File: src/rtl/core/ttrc_pkg.sv
package ttrc_pkg;

    localparam int unsigned BYTE_W = 8;
    localparam int unsigned SUM_W  = 16;

    // position multipliers, kept mod 256
    localparam logic [BYTE_W-1:0] ALPHA_MUL = 8'd17;
    localparam logic [BYTE_W-1:0] BETA_MUL  = 8'd31;

    // bias applied to the first byte of a message
    localparam logic [SUM_W-1:0] START_BIAS = 16'd7;

    localparam logic [SUM_W-1:0] FOLD_MOD = 16'hFFFF;

    // widths of the products and of the biased difference
    localparam int unsigned POS_W  = BYTE_W + 1 + SUM_W;
    localparam int unsigned NEG_W  = BYTE_W + SUM_W;
    localparam int unsigned DIFF_W = POS_W + 1;

    // multiple of the modulus that keeps the difference non-negative
    localparam logic [DIFF_W-1:0] DIFF_OFFSET = 26'd16776960;

    typedef logic [BYTE_W-1:0] t_byte;
    typedef logic [SUM_W-1:0]  t_sum;

endpackage

File: src/rtl/core/ttrc_in_if.sv
interface ttrc_in_if;
    import ttrc_pkg::*;

    logic  valid;
    logic  ready;
    t_byte data_byte;
    logic  start_of_message;

    modport source (output valid, output data_byte, output start_of_message, input ready);
    modport sink   (input valid, input data_byte, input start_of_message, output ready);
endinterface

File: src/rtl/core/ttrc_out_if.sv
interface ttrc_out_if;
    import ttrc_pkg::*;

    logic valid;
    logic ready;
    t_sum checksum;

    modport source (output valid, output checksum, input ready);
    modport sink   (input valid, input checksum, output ready);
endinterface

File: src/rtl/core/three_term_recurrence_checksum_top.sv
// Running three-term recurrence checksum over a byte stream. Every input beat
// carries one message byte and a start-of-message flag and yields exactly one
// output beat with the checksum of the message so far. A start byte restarts
// the recurrence (older term 1, newer term byte+7); every later byte at
// position i (mod 256) gives ((byte + (17i mod 256)) * newer - (31i mod 256) * older)
// mod 65535, with a negative difference treated as a 64-bit unsigned wrap.
// Bytes seen before the first start flag continue an implied message with
// both terms 1.
// A beat is registered at the input, the recurrence is evaluated from that
// register and the stored terms, and the checksum is held in an output
// register. Throughput is one byte per clock while the output is accepted;
// a stalled output holds the input register. The rate is set by the term
// registers, which close a 9x16 and an 8x16 multiply in parallel, a subtract
// and a mod-65535 fold per cycle.
module three_term_recurrence_checksum_top (
    input  logic        i_clk,
    input  logic        i_rst_n,
    ttrc_in_if.sink     i_in,
    ttrc_out_if.source  o_out
);
    import ttrc_pkg::*;

    // input stage
    logic  r_in_vld;
    t_byte r_in_byte;
    logic  r_in_som;

    // recurrence state
    t_sum  r_older, n_older;
    t_sum  r_newer, n_newer;
    t_byte r_idx,   n_idx;

    // output stage
    logic  r_out_vld;
    t_sum  r_out_sum;

    logic  w_adv;
    logic  w_in_rdy;

    // datapath
    t_byte              w_alpha;
    t_byte              w_beta;
    logic [BYTE_W:0]    w_coef;
    logic [POS_W-1:0]   w_pos;
    logic [NEG_W-1:0]   w_neg;
    logic               w_borrow;
    logic [DIFF_W-1:0]  w_diff;
    logic [SUM_W:0]     w_fold;
    t_sum               w_step;
    t_sum               w_result;

    // the compute stage moves when the output register is free or draining
    assign w_adv    = r_in_vld && (!r_out_vld || o_out.ready);
    assign w_in_rdy = !r_in_vld || w_adv;

    assign i_in.ready     = w_in_rdy;
    assign o_out.valid    = r_out_vld;
    assign o_out.checksum = r_out_sum;

    always_comb begin
        // position weights, mod 256 by truncation
        w_alpha = t_byte'(r_idx * ALPHA_MUL);
        w_beta  = t_byte'(r_idx * BETA_MUL);

        w_coef = {1'b0, r_in_byte} + {1'b0, w_alpha};
        w_pos  = POS_W'(w_coef) * POS_W'(r_newer);
        w_neg  = NEG_W'(w_beta) * NEG_W'(r_older);

        // 2^64 is 1 mod 65535, so a wrapped difference gains one
        w_borrow = ({1'b0, w_neg} > w_pos);
        w_diff   = {1'b0, w_pos} + DIFF_OFFSET + DIFF_W'(w_borrow) - DIFF_W'(w_neg);

        // 2^16 is 1 mod 65535: add high and low halves, then one correction
        w_fold = {1'b0, w_diff[SUM_W-1:0]} + (SUM_W+1)'(w_diff[DIFF_W-1:SUM_W]);
        if (w_fold >= {1'b0, FOLD_MOD}) begin
            w_step = t_sum'(w_fold - {1'b0, FOLD_MOD});
        end else begin
            w_step = w_fold[SUM_W-1:0];
        end

        if (r_in_som) begin
            w_result = t_sum'(r_in_byte) + START_BIAS;
        end else begin
            w_result = w_step;
        end

        n_older = r_older;
        n_newer = r_newer;
        n_idx   = r_idx;
        if (w_adv) begin
            n_newer = w_result;
            if (r_in_som) begin
                n_older = t_sum'(1);
                n_idx   = t_byte'(1);
            end else begin
                n_older = r_newer;
                n_idx   = r_idx + t_byte'(1);
            end
        end
    end

    always_ff @(posedge i_clk) begin
        if (!i_rst_n) begin
            r_in_vld  <= 1'b0;
            r_out_vld <= 1'b0;
            r_older   <= t_sum'(1);
            r_newer   <= t_sum'(1);
            r_idx     <= t_byte'(1);
        end else begin
            if (w_in_rdy) begin
                r_in_vld <= i_in.valid;
            end
            if (w_adv) begin
                r_out_vld <= 1'b1;
            end else if (o_out.ready) begin
                r_out_vld <= 1'b0;
            end
            r_older <= n_older;
            r_newer <= n_newer;
            r_idx   <= n_idx;
        end
    end

    // payload registers
    always_ff @(posedge i_clk) begin
        if (w_in_rdy && i_in.valid) begin
            r_in_byte <= i_in.data_byte;
            r_in_som  <= i_in.start_of_message;
        end
        if (w_adv) begin
            r_out_sum <= w_result;
        end
    end

    // the held checksum is always the newest term
    a_out_is_newer: assert property (@(posedge i_clk) disable iff (!i_rst_n)
        r_out_vld |-> (r_out_sum == r_newer))
        else $error("output checksum differs from newer term");

    // the modulus itself never appears as a result
    a_sum_range: assert property (@(posedge i_clk) disable iff (!i_rst_n)
        r_out_vld |-> (r_out_sum != FOLD_MOD))
        else $error("checksum not fully reduced");

    // terms shift on a continuing byte
    a_term_shift: assert property (@(posedge i_clk) disable iff (!i_rst_n)
        (w_adv && !r_in_som) |=> (r_older == $past(r_newer)))
        else $error("older term did not take the newer term");

    // a start byte restarts the position count
    a_start_idx: assert property (@(posedge i_clk) disable iff (!i_rst_n)
        (w_adv && r_in_som) |=> (r_idx == t_byte'(1) && r_older == t_sum'(1)))
        else $error("start byte did not restart the recurrence");

endmodule
File: src/flat_wrapper.sv
// flat-port wrapper written by rule: the top's interface ports become plain ports
module three_term_recurrence_checksum_top_flat import ttrc_pkg::*;
  (i_clk, i_rst_n, i_in_valid, i_in_data_byte, i_in_start_of_message, i_in_ready, o_out_valid, o_out_checksum, o_out_ready);
  ttrc_in_if i_in_i ();
  ttrc_out_if o_out_i ();
  input  logic i_clk;
  input  logic i_rst_n;
  input wire logic [$bits(i_in_i.valid)-1:0] i_in_valid;
  input wire logic [$bits(i_in_i.data_byte)-1:0] i_in_data_byte;
  input wire logic [$bits(i_in_i.start_of_message)-1:0] i_in_start_of_message;
  output wire logic [$bits(i_in_i.ready)-1:0] i_in_ready;
  output wire logic [$bits(o_out_i.valid)-1:0] o_out_valid;
  output wire logic [$bits(o_out_i.checksum)-1:0] o_out_checksum;
  input wire logic [$bits(o_out_i.ready)-1:0] o_out_ready;
  assign i_in_i.valid = i_in_valid;
  assign i_in_i.data_byte = i_in_data_byte;
  assign i_in_i.start_of_message = i_in_start_of_message;
  assign i_in_ready = i_in_i.ready;
  assign o_out_valid = o_out_i.valid;
  assign o_out_checksum = o_out_i.checksum;
  assign o_out_i.ready = o_out_ready;
  three_term_recurrence_checksum_top u_core (.i_clk(i_clk), .i_rst_n(i_rst_n), .i_in(i_in_i), .o_out(o_out_i));
endmodule
File: config.mk
export PLATFORM = sky130hd
export DESIGN_NAME = three_term_recurrence_checksum_top_flat
export DESIGN_NICKNAME = d
export VERILOG_FILES = /design/src/rtl/core/ttrc_pkg.sv /design/src/rtl/core/ttrc_in_if.sv /design/src/rtl/core/ttrc_out_if.sv /design/src/rtl/core/three_term_recurrence_checksum_top.sv /design/src/flat_wrapper.sv
export SDC_FILE = /design/constraint.sdc
export NUM_CORES = 1
export LEC_CHECK = 0
export BUFFER_PORTS_ARGS = -buffer_cell sky130_fd_sc_hd__buf_2
export CAP_MARGIN = 20
export CORE_UTILIZATION = 52
export CTS_CLUSTER_DIAMETER = 50
export DETAILED_ROUTE_END_ITERATION = 6
export PLACE_DENSITY_LB_ADDON = 0.08
export RECOVER_POWER = 50
export SYNTH_ARGS = -nofsm -noshare
export SYNTH_HDL_FRONTEND = slang
export SYNTH_SLANG_ARGS = --single-unit
File: constraint.sdc
create_clock -name i_clk -period 25.2 [get_ports i_clk]
set_input_delay 5.04 -clock i_clk [delete_from_list [all_inputs] [get_ports i_clk]]
set_output_delay 5.04 -clock i_clk [all_outputs]
set_load 0.02 [all_outputs]
==> results by group, run 1 <==
Worst setup path
  • Crit path capture type: flip-flop
  • CP delay by family, top: compound AO/OA/AOI/OAI gates
  • Capture point of the worst reg-to-reg path: u_core.o_out.checksum[15]
  • Worst r2r src: u_core.r_idx[0]
  • Worst path max stage delay: about 940 ps
  • Count of buffer and inverter cells on the critical path: 4
  • Cell count along the critical path: 53
  • CP Data Required Time: 25270 ps
  • Crit path to: u_core.o_out.checksum[15]
  • R2R Setup Slk: 9340 ps
  • CP Max Fanout: 24
  • Worst Reg-to-Reg Cells: 53
  • Setup crit start: u_core.r_idx[0]
  • Critical Path Most Common Cell: fa_1
  • Highest-delay cell along the critical path: dfxtp_1
  • Worst setup SP type: flip-flop
  • Crit path DAT: between 15000 and 20000 ps
  • Crit Path Category: reg -> reg

Clock tree
  • TritonCTS clock tree: yes
  • Setup repair bufs after CTS: 0
  • CTS Root Cell: clkbuf_16
  • Hold-fix buffers, CTS: 0
  • Post-CTS sizing: 0
  • TritonCTS Buffers: 9
  • Clock slew seen by the registers of the worst setup and hold paths: 60 ps
  • Clock Latency Late Sink: roughly 340 ps
  • CTS sink count: 67
  • Max Root-Sink Buffers: 2
  • H-tree Lvls: 3

Timing
  • Final Hold Viols: 0
  • RSZ-0062 raised after global routing: no
  • Fin. max-slew vios: 33
  • Post-route minimum period: 15860 ps
  • Worst hold margin: 537 ps
  • Tightest Pin Transition: about 1500 ps
  • Clock skew: 9.65 ps
  • Max Clock Freq: 0.0630 GHz
  • Crit share post-route: 63.0%
  • Final WS setup: 9340 ps
  • Final setup vio count: 0
  • Relative slew slack: -2.66%
  • Final setup TNS: 0 ps

Finish
  • Most common cell after layout, fill and taps aside: inv_1
  • Total Nets Final: about 2200
  • Register area: about 1600 um^2
  • Most frequent cells in the layout: 302 x inv_1, 214 x nand2_1, 201 x fa_1
  • Multi-input logic area: 12100 um^2
  • Area growth from synthesis to layout: 5.15%
  • ANT cells: 0
  • Layout cells sized above 1: 2.91%
  • Fillcell total: 2669

Global routing
  • First-pass GRT wire length: ~63000 um
  • GRT Util Overall: 27.6%
  • Initial antenna violation count: 2
  • Pin count of the biggest net entering global routing: 33
  • Vias in the first global route: 11700
  • Global route total overflow: 0

Logic synthesis
  • Post-synth EDFFs: 25
  • Sequential share of the synthesized area: 10.6%
  • Mapped Cells: 1753
  • Async SR Flop Fraction: 0%
  • Synth Net Count: 2160
  • Leading area contributor after synthesis: fa_1
  • Synthesized area: 15000 um^2
  • Netlist cell types: 70
  • Main synth FF type: dfxtp_1
  • Top cells by area, synth: fa_1 27%, ha_1 16%, inv_1 7.6%, dfxtp_1 5.6%, and2_1 5.6%
  • Yosys warns: 0
  • Avg Inst Size Synth: 8.54 um^2
  • Area share of the largest cell type after synthesis: 26.9%
  • Synth Register Bits: 67

Floorplanning
  • Num rows: 61
  • Initial Utilization: 53.4%
  • Chip Height: 172 um
  • Core area: 28000 um^2
  • Ports: 31
  • Chip Width: 172 um
  • DIE AREA: between 20000 and 30000 um^2

Routing
  • Final WL: 39000 um
  • WL per Instance: 18.3 um
  • Top layer used by detailed routing: met4
  • Routed wl met2: 18400 um
  • Post-DRT Antenna Nets: 0
  • First drt pass iteration count: 5
  • DRC viols: 0
  • 1st-iter DRT viols: 659
  • Vias: between 10000 and 15000
  • Vias per inst: 5.55
  • Met3 wire length: 1330 um
  • Met1 wire length: 18600 um

Worst hold path
  • Hold Path Class: reg -> reg

Run status
  • Failing checks: capacitance limit, slew limit
  • Status: complete, but fails checks

Placement
  • Routability congestion estimate: 0.914
  • DPL Wire Length: 31900 um
  • Pre-CTS setup slack: 9420 ps
  • Count of input and output buffers: 30

Job
  • Max-Cap Viols: 1
[cells by family after synthesis]
family	count (synthesis)	synth area share, %
flops	67	10.6
mux	4	0.276
xor+xnor	101	5.91
compound gates	260	12.1
simple gates	571	19.0
fa+ha+maj	394	43.0
buf+inv	356	9.01
[cell type report]
cell class / count / share of cell area [%]
Clock buffer: 9 / 1.43
Tap cell: 378 / 3.01
Clock inverter: 7 / 0.437
Multi-Input combinational cell: 1330 / 76.7
Sequential cell: 67 / 10.1
Inverter: 302 / 7.20
Timing Repair Buffer: 37 / 1.10
[per-stage QoR]
stage	cells	util [%]	area, um^2
2_1_floorplan	1753	-	15000
3_3_place_gp	2114	55.2	15500
3_5_place_dp	2114	55.2	15500
4_1_cts	2130	56.3	15800
5_1_grt	2130	56.2	15700
6_report	2130	56.2	15700
[cell usage after synthesis, drive strengths merged, types with 14 or more instances]
master / number
ha: 193
xnor2: 71
nor2b: 24
edfxtp: 25
nand3: 33
clkbuf: 50
a21oi: 78
a21o: 23
nand2: 214
and2: 134
dfxtp: 42
o21a: 20
a211oi: 14
o21ai: 39
and3: 16
inv: 302
nand2b: 15
fa: 201
nor2: 63
xor2: 30
nor3: 26
[worst min path at each step]
stage	startpoint	to	slack (ps)	cells after the start
after floorplan	u_core.r_newer[1]	u_core.r_older[1]	430	2
after global placement	u_core.r_in_vld	u_core.o_out.valid	510	1
after detailed placement	u_core.r_in_vld	u_core.o_out.valid	520	1
after CTS	u_core.r_in_vld	u_core.o_out.valid	540	1
after global routing	u_core.r_in_vld	u_core.o_out.valid	550	1
final	u_core.r_in_vld	u_core.o_out.valid	540	1
[layer usage]
layer | track usage, % | vias to the layer above
li1 | - | 5646
met1 | 39.8 | 5894
met2 | 45.6 | 230
met3 | 1.91 | 41
met4 | 5.40 | 0
met5 | 0 | -
[state kept, by name (all words and copies together) (netlist names)]
name / count
u_core.o_out.checksum: 16
u_core.r_newer: 16
u_core.r_older: 16
u_core.r_idx: 8
u_core.r_in_byte: 8
u_core.o_out.valid: 1
u_core.r_in_som: 1
u_core.r_in_vld: 1
Power of run 1 is left out: the tool's default activity adds up to more than one toggle a clock period on the data nets, which glitch-free logic cannot reach.
==> run 2, diff against run 1 <==
--- a/config.mk
+++ b/config.mk
@@ -5,6 +5,7 @@
 export SDC_FILE = /design/constraint.sdc
 export NUM_CORES = 1
 export LEC_CHECK = 0
+export ABC_AREA = 1
 export BUFFER_PORTS_ARGS = -buffer_cell sky130_fd_sc_hd__buf_2
 export CAP_MARGIN = 20
 export CORE_UTILIZATION = 52
==> constraint.sdc (replaced) <==
create_clock -name i_clk -period 15.3 [get_ports i_clk]
set_input_delay 3.06 -clock i_clk [delete_from_list [all_inputs] [get_ports i_clk]]
set_output_delay 3.06 -clock i_clk [all_outputs]
set_load 0.02 [all_outputs]
==> run 2 against run 1 <==
Effect of this change: the flow still finishes with violations (capacitance limit, slew limit); final cell count is 12% higher; design area decreased by 0.97%; die area fell by 0.54%; critical path depth is 16 higher; routed wire length up 4.1%; setup slack lost 8100 ps; flip-flop and latch count is the same; maximum frequency grew 13%; via count up 6.2%; non-clock buffer count fell by 3; critical path type unchanged.
==> results by group, run 2 <==
Logic synthesis
  • Synth Net Count: 2416 (+12%)
  • Async SR Flop Fraction: 0% (unchanged)
  • Synth Register Bits: 67 (unchanged)
  • Most frequent cell after synthesis: inv_1
  • Main synth FF type: dfxtp_1
  • Leading area contributor after synthesis: fa_1
  • Yosys warns: 0 (unchanged)
  • Synth top cells by count: 473 x inv_1, 423 x nand2_1, 201 x fa_1
  • Netlist cell types: 43 (-39%)
  • Sequential share of the synthesized area: 10.7% (+0.058 points)
  • Top cells by area, synth: fa_1 27%, ha_1 16%, inv_1 12%, nand2_1 11%, dfxtp_1 5.6%
  • Synthesized area: 14900 um^2 (-0.54%)
  • Post-synth EDFFs: 25 (unchanged)
  • Avg Inst Size Synth: 7.41 um^2 (-13%)
  • Mapped Cells: 2009 (+15%)
  • Area share of the largest cell type after synthesis: 27.0% (+0.15 points)

Finish
  • Total Nets Final: 2411 (+12%)
  • Finished Core Util: 55.8% (-0.39 points)
  • Register area: 1590 um^2 (unchanged)
  • Multi-input logic area: 11300 um^2 (-6.2%)
  • Fillcell total: 2765 (+3.6%)
  • Most frequent cells in the layout: 473 x inv_1, 422 x nand2_1, 201 x fa_1
  • Most common cell after layout, fill and taps aside: inv_1
  • ANT cells: 0 (unchanged)
  • Area growth from synthesis to layout: 4.70%
  • Layout cells sized above 1: 2.39% (-0.52 points)

Clock tree
  • CTS sink count: 67 (unchanged)
  • CTS Root Cell: clkbuf_16
  • TritonCTS clock tree: yes
  • Hold-fix buffers, CTS: 0 (unchanged)
  • Post-CTS sizing: 0 (unchanged)
  • Clock Latency Late Sink: 350 ps (about the same)
  • TritonCTS Buffers: 9 (unchanged)
  • Setup repair bufs after CTS: 0 (unchanged)
  • Max Root-Sink Buffers: 2 (unchanged)
  • Clock slew seen by the registers of the worst setup and hold paths: 60 ps (about the same)
  • H-tree Lvls: 3 (unchanged)

Worst setup path
  • CP Data Required Time: 15550 ps (-9720 ps)
  • Critical Path Most Common Cell: nand2_1
  • Worst setup SP type: flip-flop
  • Crit Path Category: reg -> reg
  • Worst path max stage delay: 600 ps (-340 ps)
  • Crit path capture type: flip-flop
  • Crit path DAT: 14330 ps (-1600 ps)
  • Highest-delay cell along the critical path: fa_1
  • Worst Reg-to-Reg Cells: 69 (+30%)
  • Capture point of the worst reg-to-reg path: u_core.r_newer[1]
  • CP Max Fanout: 24 (unchanged)
  • R2R Setup Slk: 1220 ps (-8120 ps)
  • Worst r2r src: u_core.r_idx[0]

Timing
  • Worst hold margin: 511 ps (-26.2 ps)
  • Final setup TNS: 0 ps (unchanged)
  • Crit share post-route: 92.0% (+29 points)
  • Max Clock Freq: 0.0710 GHz (+13%)
  • Post-route minimum period: 14080 ps (-1780 ps)
  • Fin. max-slew vios: 84 (+150%)
  • Clock skew: 9.93 ps (+0.281 ps)
  • Relative slew slack: -26.3% (-24 points)
  • RSZ-0062 raised after global routing: no
  • Tightest Pin Transition: 1890 ps (+354 ps)
  • Final setup vio count: 0 (unchanged)
  • Final Hold Viols: 0 (unchanged)

Routing
  • Post-DRT Antenna Nets: 0 (unchanged)
  • Vias per inst: 5.25 (-5.2%)
  • 1st-iter DRT viols: 832 (+26%)
  • Vias: 12500 (+6.2%)
  • DRC viols: 0 (unchanged)
  • WL per Instance: 17.0 um (-7.2%)
  • First drt pass iteration count: 5 (unchanged)
  • Final WL: 40600 um (+4.1%)

Global routing
  • Global route total overflow: 0 (unchanged)
  • Initial antenna violation count: 0 (-2)
  • Vias in the first global route: 12500 (+6.2%)
  • Pin count of the biggest net entering global routing: 42 (+27%)
  • GRT Util Overall: 29.6% (+2.0 points)
  • First-pass GRT wire length: 65900 um (+5.1%)

Worst hold path
  • Hold Path End: u_core.o_out.valid
  • Hold Path Class: reg -> reg
  • Hold Startpoint: u_core.o_out.valid
  • Hold path cells: 2 (+1)

Floorplanning
  • Initial Utilization: 53.3% (-0.15 points)
  • Ports: 31 (unchanged)
  • DIE AREA: 29300 um^2 (-0.54%)
  • Chip Height: 171 um (-0.27%)
  • Chip Width: 171 um (-0.27%)
  • Num rows: 61 (unchanged)
  • Core area: 27900 um^2 (-0.27%)

Run status
  • Status: complete, but fails checks
  • Failing checks: capacitance limit, slew limit

Placement
  • Count of input and output buffers: 30 (unchanged)
  • Routability congestion estimate: 0.986 (+7.8%)
  • DPL Wire Length: 34400 um (+7.9%)

Job
  • Max-Cap Viols: 2 (+1)
## run 2: metal layers
layer / track usage [%] / vias up / wire [um]
met5: 0 / - / 0
met2: 48.7 / 380 / 18500
met1: 42.3 / 6030 / 18800
li1: - / 6094 / -
met3: 2.95 / 39 / 2480
met4: 6.13 / 0 / 727
## run 2: area by class of cell
cell class	count	share of cell area [%]
clock buffer	13	1.54
clock inverter	3	0.161
inverter	474	11.4
multi-input combinational	1418	72.7
sequential	67	10.2
tap	378	3.04
timing repair buffer	34	0.940
## run 2: worst max-delay path by stage
stage	startpoint	endpoint	slack (ps)	cells past startpoint
final	u_core.r_idx[0]	u_core.r_newer[1]	1220	69
after global routing	u_core.r_idx[1]	u_core.r_newer[0]	30	68
after CTS	u_core.r_idx[0]	u_core.o_out.checksum[0]	1270	68
after detailed placement	u_core.r_idx[0]	u_core.o_out.checksum[0]	1280	68
after global placement	u_core.r_idx[1]	u_core.o_out.checksum[13]	1480	71
after floorplan	u_core.r_idx[1]	u_core.o_out.checksum[13]	2950	68
## run 2: worst max-delay path, delay by kind of cell (launching register included)
| family | cells | cell delay [ps] |
|---|---|---|
| AO/OA/AOI/OAI | 12 | 2240 |
| XOR/XNOR | 3 | 910 |
| adder cells (fa/ha/maj) | 15 | 6020 |
| buffers and inverters | 10 | 1030 |
| flip-flops | 1 | 290 |
| AND/OR/NAND/NOR | 29 | 3460 |
## run 2: cells by family after synthesis
logic type / after synthesis / synth area share [%]
adder cells (fa/ha/maj): 394 / 43.3
flip-flops: 67 / 10.7
AND/OR/NAND/NOR: 742 / 20.3
XOR/XNOR: 87 / 5.12
AO/OA/AOI/OAI: 195 / 7.31
buffers and inverters: 524 / 13.3
## run 2: through the flow
stage / worst slack [ps] / std cells / area [um^2]
2_1_floorplan: 2950 / 2009 / 14900
3_3_place_gp: 1480 / 2371 / 15300
3_5_place_dp: 1280 / 2371 / 15300
4_1_cts: 1270 / 2387 / 15600
5_1_grt: 34.1 / 2387 / 15600
6_report: 1220 / 2387 / 15600
Power of run 2 is left out for the same reason.
==> run 3, diff against run 2 <==
--- a/config.mk
+++ b/config.mk
@@ -8,7 +8,7 @@
 export ABC_AREA = 1
 export BUFFER_PORTS_ARGS = -buffer_cell sky130_fd_sc_hd__buf_2
 export CAP_MARGIN = 20
-export CORE_UTILIZATION = 52
+export CORE_UTILIZATION = 35
 export CTS_CLUSTER_DIAMETER = 50
 export DETAILED_ROUTE_END_ITERATION = 6
 export PLACE_DENSITY_LB_ADDON = 0.08
==> run 3 against run 2 <==
Effect of this change: critical path depth grew 2; highest routed layer unchanged; worst hold slack is essentially flat; the flow still finishes with violations (capacitance limit, slew limit); die area grew 48%.
==> results by group, run 3 (synthesized netlist as in run 2, its figures left out) <==
Worst setup path
  • Crit path capture type: flip-flop
  • Crit Path Category: reg -> reg
  • Worst r2r src: u_core.r_idx[2]
  • CP Data Required Time: 15350 ps (-200 ps)
  • Setup crit start: u_core.r_idx[2]
  • Crit path DAT: 13960 ps (-370 ps)
  • Highest-delay cell along the critical path: dfxtp_1
  • Worst path max stage delay: 570 ps (-30 ps)
  • Count of buffer and inverter cells on the critical path: 8 (-2)
  • CP Max Fanout: 14 (-42%)
  • Worst setup SP type: flip-flop
  • CP delay by family, top: adder cells
  • Critical Path Most Common Cell: nand2_1

Finish
  • Area growth from synthesis to layout: 6.52%
  • Post-Layout Inst Area: 15900 um^2 (+1.7%)
  • Layout cells sized above 1: 2.73% (+0.35 points)
  • Most frequent cells in the layout: 472 x inv_1, 423 x nand2_1, 201 x fa_1
  • Fillcell total: 4499 (+63%)
  • Most common cell after layout, fill and taps aside: inv_1
  • Finished Core Util: 37.8% (-18 points)
  • Register area: 1590 um^2 (unchanged)
  • Multi-input logic area: 11300 um^2 (about the same)
  • Total Nets Final: 2413 (+0.083%)
  • ANT cells: 0 (unchanged)

Routing
  • 1st-iter DRT viols: 694 (-17%)
  • Vias: 12500 (-0.64%)
  • First drt pass iteration count: 5 (unchanged)
  • DRC viols: 0 (unchanged)
  • Vias per inst: 4.89 (-7.0%)
  • Post-DRT Antenna Nets: 0 (unchanged)
  • Final WL: 45000 um (+11%)
  • WL per Instance: 17.7 um (+3.9%)

Clock tree
  • Hold-fix buffers, CTS: 0 (unchanged)
  • Clock slew seen by the registers of the worst setup and hold paths: 70 ps (about the same)
  • CTS Root Cell: clkbuf_16
  • TritonCTS clock tree: yes
  • CTS sink count: 67 (unchanged)
  • H-tree Lvls: 3 (unchanged)
  • Max Root-Sink Buffers: 2 (unchanged)
  • TritonCTS Buffers: 9 (unchanged)
  • Clock Latency Late Sink: 370 ps (+20 ps)

Timing
  • Worst hold margin: 511 ps (-0.318 ps)
  • Fin. max-slew vios: 43 (-49%)
  • Crit share post-route: 90.9% (-1.1 points)
  • Final WS setup: 1390 ps (+174 ps)
  • Post-route minimum period: 13910 ps (-174 ps)
  • Clock skew: 18.4 ps (+8.51 ps)
  • Relative slew slack: -36.4% (-10 points)
  • Tightest Pin Transition: 2050 ps (+153 ps)
  • Final setup vio count: 0 (unchanged)
  • Max Clock Freq: 0.0719 GHz (+1.3%)
  • Final Hold Viols: 0 (unchanged)

Floorplanning
  • Ports: 31 (unchanged)
  • Chip Height: 208 um (+22%)
  • Num rows: 75 (+23%)
  • Core area: 41900 um^2 (+50%)
  • DIE AREA: 43300 um^2 (+48%)
  • Initial Utilization: 35.5% (-18 points)
  • Chip Width: 208 um (+22%)

Worst hold path
  • Hold Path Class: reg -> reg
  • Hold Startpoint: u_core.o_out.valid

Placement
  • DP Area: 15600 um^2 (+1.4%)
  • Pre-CTS setup slack: 1210 ps (-73.6 ps)
  • DPL Wire Length: 38400 um (+12%)
  • Count of input and output buffers: 30 (unchanged)
  • Routability congestion estimate: 0.841 (-15%)

Global routing
  • First-pass GRT wire length: 71800 um (+9.0%)
  • Pin count of the biggest net entering global routing: 44 (+4.8%)
  • Initial antenna violation count: 0 (unchanged)
  • Global route total overflow: 0 (unchanged)
  • Vias in the first global route: 12900 (+3.8%)
  • GRT Util Overall: 21.5% (-8.1 points)

Run status
  • Failing checks: capacitance limit, slew limit
  • Status: complete, but fails checks

Job
  • Max-Cap Viols: 1 (-1)
-- run 3: cell type report --
| type | count | area share (%) |
|---|---|---|
| Clock buffer | 10 | 1.44 |
| Clock inverter | 6 | 0.458 |
| Inverter | 474 | 11.2 |
| Multi-Input combinational cell | 1418 | 71.5 |
| Sequential cell | 67 | 10.0 |
| Tap cell | 539 | 4.25 |
| Timing Repair Buffer | 36 | 1.07 |
-- run 3: per-stage QoR --
stage               TNS (ps)  std cells
finish                     0       2550
global route           -66.0       2550
CTS                        0       2549
detailed placement         0       2533
global placement           0       2533
floorplan                  0       2009
-- run 3: path summary, 6_finish.rpt --
check / slack [ps] / depth (start not counted) / endpoint
max: 1390 / 71 / u_core.o_out.checksum[0]
min: 510 / 2 / u_core.o_out.valid
max reg2reg: 1390 / 71 / u_core.o_out.checksum[0]
min reg2reg: 510 / 2 / u_core.o_out.valid
-- run 3: repair_timing --
item / 4_1_cts / 5_1_grt
gates resized for setup: 0 / 4
setup endpoints to repair: 0 / 32
buffers inserted: 0 / 1
endpoints found under the hold margin: 0 / 0
-- run 3: layer usage --
layer | share of wire (%) | routed length, um | track usage [%]
met1 | 45 | 20500 | 28.8
met2 | 49 | 22100 | 37.6
met3 | 4.0 | 1790 | 2.17
met4 | 1.6 | 714 | 4.37
met5 | 0 | 0 | 0
-- run 3: worst min-delay path, cell delays in order, from the launching register on --
cell and delay, ps:
dfxtp_1 320, nand2_1 80, a21oi_1 60
Power of run 3 is left out for the same reason.
